File: config.mk
export PLATFORM = sky130hd
export DESIGN_NAME = one_shot_timer_pool_unit
export DESIGN_NICKNAME = d
export VERILOG_FILES = /design/src/design/ostp_pkg.sv /design/src/design/ostp_slot.sv /design/src/design/ostp_pick.sv /design/src/design/one_shot_timer_pool_unit.sv
export SDC_FILE = /design/constraint.sdc
export NUM_CORES = 1
export LEC_CHECK = 0
export BUFFER_PORTS_ARGS = -buffer_cell sky130_fd_sc_hd__buf_2
export CAP_MARGIN = 10
export CELL_PAD_IN_SITES_DETAIL_PLACEMENT = 0
export CELL_PAD_IN_SITES_GLOBAL_PLACEMENT = 1
export CORE_ASPECT_RATIO = 0.7
export CORE_MARGIN = 2
export CORE_UTILIZATION = 46
export CTS_CLUSTER_SIZE = 16
export DETAILED_ROUTE_END_ITERATION = 6
export PLACE_DENSITY = 0.81
export SETUP_SLACK_MARGIN = 0.4
export SLEW_MARGIN = 20
export SYNTH_ARGS = -nofsm -noshare
export SYNTH_HDL_FRONTEND = slang
export SYNTH_SLANG_ARGS = --single-unit
File: constraint.sdc
create_clock -name clock -period 6.3 [get_ports clock]
set_input_delay 0.945 -clock clock [delete_from_list [all_inputs] [get_ports clock]]
set_output_delay 0.945 -clock clock [all_outputs]
set_load 0.03 [all_outputs]
File: src/design/ostp_pkg.sv
package ostp_pkg;

   // Field widths of the transactions and the slot counters.
   localparam int DUR_W  = 40;
   localparam int REM_W  = 50;
   localparam int TPU_W  = 10;
   localparam int MODE_W = 2;
   localparam int ID_W   = 2;
   localparam int MASK_W = 2;

   // Timer clock ticks per microsecond after reset.
   localparam logic [TPU_W-1:0] TPU_RESET = 10'd100;

   // Command codes carried in the mode field.
   localparam logic [MODE_W-1:0] MODE_ALLOC = 2'd0;
   localparam logic [MODE_W-1:0] MODE_FREE  = 2'd1;
   localparam logic [MODE_W-1:0] MODE_TICK  = 2'd2;
   localparam logic [MODE_W-1:0] MODE_NOP   = 2'd3;

   // Request transaction.
   typedef struct packed {
      logic [MODE_W-1:0] mode;
      logic [DUR_W-1:0]  duration_us;
      logic [ID_W-1:0]   slot_id;
   } req_type;

   // Response transaction.
   typedef struct packed {
      logic [ID_W-1:0]   alloc_id;
      logic [MASK_W-1:0] fired_mask;
   } rsp_type;

   // Control from the pool towards one slot.
   typedef struct packed {
      logic load;
      logic drop;
      logic tick;
   } slot_cmd_type;

   // Status from one slot back to the pool.
   typedef struct packed {
      logic busy;
      logic fire;
   } slot_stat_type;

endpackage

File: src/design/ostp_slot.sv
module ostp_slot import ostp_pkg::*; (
   input  logic             clock,
   input  logic             reset,
   input  slot_cmd_type     cmd,
   input  logic [REM_W-1:0] load_value,
   output slot_stat_type    stat
);

   logic             busy_ff;
   logic             busy_in;
   logic [REM_W-1:0] remaining_ff;
   logic [REM_W-1:0] remaining_in;
   logic             expiring;

   // A busy slot expires on a tick when its count is zero or one.
   assign expiring = busy_ff && (remaining_ff <= REM_W'(1));

   // Next state of the slot: load wins, then release, then the tick.
   always_comb begin
      busy_in      = busy_ff;
      remaining_in = remaining_ff;
      if (cmd.load) begin
         busy_in      = 1'b1;
         remaining_in = load_value;
      end else if (cmd.drop) begin
         busy_in      = 1'b0;
         remaining_in = '0;
      end else if (cmd.tick && busy_ff) begin
         if (expiring) begin
            busy_in      = 1'b0;
            remaining_in = '0;
         end else begin
            remaining_in = remaining_ff - REM_W'(1);
         end
      end
   end

   always_ff @(posedge clock) begin
      if (reset) begin
         busy_ff <= 1'b0;
      end else begin
         busy_ff <= busy_in;
      end
   end

   // The count is only looked at while the slot is busy.
   always_ff @(posedge clock) begin
      remaining_ff <= remaining_in;
   end

   assign stat.busy = busy_ff;
   assign stat.fire = cmd.tick && expiring;

endmodule

File: src/design/ostp_pick.sv
module ostp_pick import ostp_pkg::*; #(
   parameter int SLOTS = 2,
   parameter int IDX_W = 1
) (
   input  logic [SLOTS-1:0] free_vec,
   output logic             found,
   output logic [IDX_W-1:0] index
);

   // Priority pick of the lowest-numbered free slot.
   always_comb begin
      found = 1'b0;
      index = '0;
      for (int s = SLOTS - 1; s >= 0; s--) begin
         if (free_vec[s]) begin
            found = 1'b1;
            index = IDX_W'(s);
         end
      end
   end

endmodule

File: src/design/one_shot_timer_pool_unit.sv
// Pool of SLOTS one-shot timer slots.
// Request channel: a transaction is taken at a rising edge with start high
// and busy low. busy is always low, so one command is taken every cycle.
// The mode field selects allocate, free, tick or a no-op; duration_us
// is used by allocate and slot_id by free.
// Response channel: every command gives exactly one response, shown on
// rsp_payload for one cycle while rsp_valid is high. The receiver cannot
// stall it and must take it in that cycle.
// A taken command is held in the command register and executed into
// the slots and the response register. Throughput is one command per
// cycle, set by the single pass through the slot logic and the duration
// multiplier between the command register and the slots.
// Configuration: csr_wdata writes ticks_per_us whenever csr_valid is high;
// csr_ready is always high. Write it only while no command is in flight.
// Reset clears every slot to free, empties the pipeline and sets
// ticks_per_us to 100.
module one_shot_timer_pool_unit import ostp_pkg::*; #(
   parameter int SLOTS = 2
) (
   input  logic             clock,
   input  logic             reset,
   input  logic             start,
   output logic             busy,
   input  req_type          req_payload,
   output logic             rsp_valid,
   output rsp_type          rsp_payload,
   input  logic             csr_valid,
   output logic             csr_ready,
   input  logic [TPU_W-1:0] csr_wdata
);

   localparam int IDX_W = (SLOTS > 1) ? $clog2(SLOTS) : 1;

   logic [TPU_W-1:0] tpu_ff;
   logic             stage_valid_ff;
   req_type          stage_ff;
   logic             rsp_valid_ff;
   rsp_type          rsp_ff;
   rsp_type          rsp_in;

   logic [REM_W-1:0]  load_value;
   logic              do_alloc;
   logic              do_free;
   logic              do_tick;
   logic              pick_found;
   logic [IDX_W-1:0]  pick_index;
   logic [SLOTS-1:0]  free_vec;
   logic [SLOTS-1:0]  fire_vec;
   logic [SLOTS+1:0]  fire_wide;
   slot_cmd_type      slot_cmd  [SLOTS];
   slot_stat_type     slot_stat [SLOTS];

   assign busy      = 1'b0;
   assign csr_ready = 1'b1;

   // Configuration register.
   always_ff @(posedge clock) begin
      if (reset) begin
         tpu_ff <= TPU_RESET;
      end else if (csr_valid && csr_ready) begin
         tpu_ff <= csr_wdata;
      end
   end

   // Command register.
   always_ff @(posedge clock) begin
      if (reset) begin
         stage_valid_ff <= 1'b0;
      end else begin
         stage_valid_ff <= start && !busy;
      end
   end

   always_ff @(posedge clock) begin
      if (start && !busy) begin
         stage_ff <= req_payload;
      end
   end

   // Decode of the registered command.
   assign do_alloc = stage_valid_ff && (stage_ff.mode == MODE_ALLOC)
                     && (stage_ff.duration_us != '0);
   assign do_free  = stage_valid_ff && (stage_ff.mode == MODE_FREE);
   assign do_tick  = stage_valid_ff && (stage_ff.mode == MODE_TICK);

   // Duration in timer ticks, truncated to the counter width.
   assign load_value = REM_W'(stage_ff.duration_us) * REM_W'(tpu_ff);

   ostp_pick #(
      .SLOTS (SLOTS),
      .IDX_W (IDX_W)
   ) u_pick (
      .free_vec (free_vec),
      .found    (pick_found),
      .index    (pick_index)
   );

   // One counter per slot.
   for (genvar s = 0; s < SLOTS; s++) begin : g_slot
      assign slot_cmd[s].load = do_alloc && pick_found && (pick_index == IDX_W'(s));
      assign slot_cmd[s].drop = do_free
                                && ({30'd0, stage_ff.slot_id} == 32'(s + 1));
      assign slot_cmd[s].tick = do_tick;

      ostp_slot u_slot (
         .clock      (clock),
         .reset      (reset),
         .cmd        (slot_cmd[s]),
         .load_value (load_value),
         .stat       (slot_stat[s])
      );

      assign free_vec[s] = !slot_stat[s].busy;
      assign fire_vec[s] = slot_stat[s].fire;
   end

   // Response of the command, narrowed to the field widths.
   assign fire_wide = {2'b00, fire_vec};

   always_comb begin
      rsp_in.alloc_id   = '0;
      rsp_in.fired_mask = fire_wide[MASK_W-1:0];
      if (do_alloc && pick_found) begin
         rsp_in.alloc_id = ID_W'({1'b0, pick_index} + (IDX_W + 1)'(1));
      end
   end

   // Response register.
   always_ff @(posedge clock) begin
      if (reset) begin
         rsp_valid_ff <= 1'b0;
      end else begin
         rsp_valid_ff <= stage_valid_ff;
      end
   end

   always_ff @(posedge clock) begin
      rsp_ff <= rsp_in;
   end

   assign rsp_valid   = rsp_valid_ff;
   assign rsp_payload = rsp_ff;

   // A response only follows a command that was executed in the previous cycle.
   a_rsp_follows_cmd: assert property (@(posedge clock) disable iff (reset)
      rsp_valid |-> $past(stage_valid_ff))
      else $error("response without a command");

   // Fired bits only appear on a tick.
   a_fire_on_tick: assert property (@(posedge clock) disable iff (reset)
      (rsp_valid && (rsp_payload.fired_mask != '0)) |-> $past(do_tick))
      else $error("fired mask outside a tick");

   // A slot number is only returned by an allocate.
   a_id_on_alloc: assert property (@(posedge clock) disable iff (reset)
      (rsp_valid && (rsp_payload.alloc_id != '0)) |-> $past(do_alloc))
      else $error("slot number outside an allocate");

   // A successful allocate leaves the picked slot busy.
   a_alloc_busy: assert property (@(posedge clock) disable iff (reset)
      (do_alloc && pick_found) |=> !free_vec[$past(pick_index)])
      else $error("allocate did not take a slot");

endmodule
==> results.yml <==
timing:
  finalHoldViolCount: 0
  finalSetupViolations: 0
  fin_ws_ns: 0.0900
  finClkSkew_ns: 0.0146
  period_share: 0.986
  worstMarginPinSlew_ns: 1.15
  maxSlewHeadroom: 0.233
  fmax_mhz: 161
  drv_slew: 0
  setup_tns_ns: 0
  rsz0062_at_grt: "yes"
  finalCriticalPeriod_ns: 6.21
finish:
  area_growth_pct: 19.2
  nNetsFinal: 2711
  drive_above_1_share: 0.204
  fin_util: 0.552
  antenna_cells: 0
yosys:
  syn_nets: 2548
  yosysWarnings: 0
  synth_edf_count: 144
  syn_area_per_cell_sq_um: 9.61
  synth_top_cell_by_area: "fa_1"
  synth-async-reset-ratio: 0
  yosys.area.top_type_share: 0.300
  synthTopCellsByCount: "fa_1 (302), inv_1 (282), nand2_1 (258), and2_1 (214), edfxtp_1 (144)"
  synthDistinctLibCells: 75
  synthCells: 2099
  ys_seq_elements: 162
  synth_flop_cell: "edfxtp_1"
  ys_seq_area_frac: 0.232
  yosysMostFrequentCell: "fa_1"
  mappedNetlistArea_sq_mm: 0.0202
  netlist_top_cells_area: "fa_1 (30%), edfxtp_1 (21%), and2_1 (6.6%)"
pwr:
  internal_power_mw: 6.39
  p_comb_frac: 0.812
  vdd_drop_max_mv: 0.579
  p_switching_mw: 6.28
  sw_frac_of_total: 0.496
  power_frac_seq: 0.103
  p_leak_nw: 10.5
  clockPowerShare: 0.086
  p_per_area_mw_per_mm2: 527
critical_path:
  critPathLaunchType: "flip-flop"
  critPathMaxFanout: 13
  endpoint_kind: "flip-flop"
  worstSetupPathType: "reg2reg"
  worstPathArrival_ns: 6.41
  r2r_start: "tpu_ff[3]$_SDFFE_PP0P_"
  r2r-end: "g_slot[1].u_slot.remaining_ff[47]$_DFFE_PP_"
  worstRegToRegCells: 23
  r2r_slack_ns: 0.09
  critPathRequiredTime_ns: 6.50
global_routing:
  grt-ovfl-total: 0
  grt_pass1_vias: 17000
  grt_pass1_wl_mm: 89.7
  grt_max_degree: 52
  antenna_found_initial: 2
  gr-usage-all-layers: 0.254
routing:
  first_pass_iters: 5
  ant_nets: 0
  vias: 15800
  drt-wirelength-per-cell_um: 19.2
  drc: 0
  drt_wl_total_mm: 55.0
  drtIter0Drc: 1287
  via_per_inst: 5.52
clocking:
  hold_buffers: 0
  cts_tree: "yes"
  clk_pin_slew_worst_paths_ns: 0.07
  clock_latency_ns: 0.46
  cts.htree.levels: 4
  root_buffer: "clkbuf_16"
  cts_sinks: 162
  cts-buffers-inserted: 17
  cts_buffer_depth: 2
floorplan:
  die-height_um: 179
  die_width_um: 254
  pin_count: 65
  initial_utilization: 0.464
  num_rows: 64
  core_sq_mm: 0.0435
  dieArea_sq_mm: 0.0455
worst_hold_path:
  min_from: "g_slot[1].u_slot.busy_ff$_SDFFE_PP0P_"
  whs_endpoint: "g_slot[1].u_slot.busy_ff$_SDFFE_PP0P_"
  worstHoldPathCells: 2
  min_path_type: "reg2reg"
run_status:
  status: "finished clean"
placement:
  hpwl_mm: 40.7
  numPortBuffers: 62
  gp_congestion: 0.910
  preCtsSetupSlack_ns: -0.157
run:
  maxCapViolations: 0
[worst max path at each step]
stage	from	endpoint	slack (ns)	cells after the start
final	tpu_ff[3]$_SDFFE_PP0P_	g_slot[1].u_slot.remaining_ff[47]$_DFFE_PP_	0.09	23
after global routing	stage_ff[6]$_DFFE_PP_	g_slot[1].u_slot.remaining_ff[41]$_DFFE_PP_	-0.06	23
after CTS	stage_ff[7]$_DFFE_PP_	g_slot[1].u_slot.remaining_ff[41]$_DFFE_PP_	0.22	22
after detailed placement	stage_ff[16]$_DFFE_PP_	g_slot[1].u_slot.remaining_ff[49]$_DFFE_PP_	-0.16	20
after global placement	stage_ff[16]$_DFFE_PP_	g_slot[1].u_slot.remaining_ff[49]$_DFFE_PP_	-0.25	20
after floorplan	tpu_ff[1]$_SDFFE_PP0P_	g_slot[0].u_slot.remaining_ff[41]$_DFFE_PP_	0.40	22
[metal layers]
| layer | GRT usage | up-vias | wire length [um] |
|---|---|---|---|
| met5 | 0 | - | 0 |
| met4 | 0.0664 | 0 | 1160 |
| met3 | 0.0433 | 78 | 3660 |
| met2 | 0.418 | 551 | 26200 |
| met1 | 0.349 | 8110 | 24000 |
| li1 | - | 7107 | - |
[what timing repair did]
item | 4_1_cts | 5_1_grt
pin swaps | 80 | 37
endpoints found under the setup margin | 59 | 61
resized for setup | 118 | 105
setup buffers | 46 | 21
[sequential cells by signal, indices dropped and copies added, names as in the netlist]
signal,flops
rsp_payload,4
tpu_ff,10
g_slot.u_slot.remaining_ff,100
stage_valid_ff,1
g_slot.u_slot.busy_ff,2
rsp_valid,1
stage_ff,44
[layout by cell type (no fill, tap or decap), types with 8 or more instances in the layout]
| cell type | instances |
|---|---|
| fa_1 | 296 |
| inv_1 | 274 |
| nand2_1 | 248 |
| and2_1 | 205 |
| buf_4 | 161 |
| edfxtp_1 | 144 |
| o22ai_1 | 87 |
| xnor2_1 | 78 |
| ha_1 | 76 |
| nor2_1 | 69 |
| buf_2 | 62 |
| xor2_1 | 44 |
| nor3_1 | 41 |
| buf_6 | 38 |
| a21oi_1 | 31 |
| a21o_1 | 30 |
| nor4_1 | 24 |
| o21ai_0 | 17 |
| clkbuf_16 | 17 |
| nand3_1 | 15 |
| or3_1 | 13 |
| a21oi_2 | 13 |
| ha_4 | 13 |
| dfxtp_1 | 13 |
| or4_1 | 10 |
| buf_12 | 10 |
| and2_4 | 9 |
| nand2_2 | 9 |
| nand4_1 | 9 |
| nor2b_1 | 9 |
| inv_2 | 8 |
| xor2_2 | 8 |
[worst max-delay path, cell delays in order (launching register included)]
cell and delay [ns]:
dfxtp_2 0.41, buf_6 0.19, nand2_1 0.10, fa_1 0.56, inv_1 0.06, fa_1 0.48, ha_1 0.31, inv_1 0.05
fa_1 0.49, inv_2 0.04, fa_1 0.50, ha_4 0.31, nand2_4 0.05, or4b_4 0.55, a211oi_4 0.27, o211ai_1 0.19
a21oi_1 0.24, o211ai_1 0.20, a211oi_2 0.24, buf_4 0.17, o31ai_4 0.09, buf_4 0.18, o2111ai_2 0.17, o211ai_1 0.11
[kinds of logic after synthesis]
| logic type | after synthesis | share of synthesized area |
|---|---|---|
| adders and majority gates | 391 | 0.355 |
| other | 2 | 0.000372 |
| xor gates and xnor gates | 141 | 0.0613 |
| buffers and inverters | 411 | 0.0781 |
| DFF | 162 | 0.232 |
| and+or+nand+nor | 720 | 0.183 |
| muxes | 7 | 0.00348 |
| AOI/OAI and AO/OA | 265 | 0.0861 |
[stage by stage]
step / cells / cell area, sq um / hold WS, ns / total power [mW]
finish: 2869 / 24000 / 0.528 / 12.7
global route: 2869 / 24000 / 0.558 / 13.7
CTS: 2848 / 23300 / 0.518 / 11.5
detailed placement: 2770 / 21900 / 0.509 / 9.36
global placement: 2770 / 21900 / 0.499 / 9.31
floorplan: 2099 / 20200 / 0.461 / 6.36
[cell type report]
| type | count | area (sq um) |
|---|---|---|
| clock buffer | 17 | 425 |
| clock inverter | 15 | 151 |
| fill | 3781 | 19500 |
| inverter | 282 | 1060 |
| multi-input combinational | 1526 | 14800 |
| sequential | 162 | 4700 |
| tap | 594 | 743 |
| timing repair buffer | 273 | 2170 |
[power by group through the flow]
| stage | clock, mW | sequential (mW) | combinational (mW) |
|---|---|---|---|
| after CTS | 1.10 | 1.30 | 9.11 |
| after global placement | 0 | 1.33 | 7.97 |
| final | 1.09 | 1.30 | 10.3 |
| after global routing | 1.13 | 1.31 | 11.3 |
| after floorplan | 0 | 1.28 | 5.09 |
| after detailed placement | 0 | 1.33 | 8.03 |
Power figures use the tool's default switching activity.
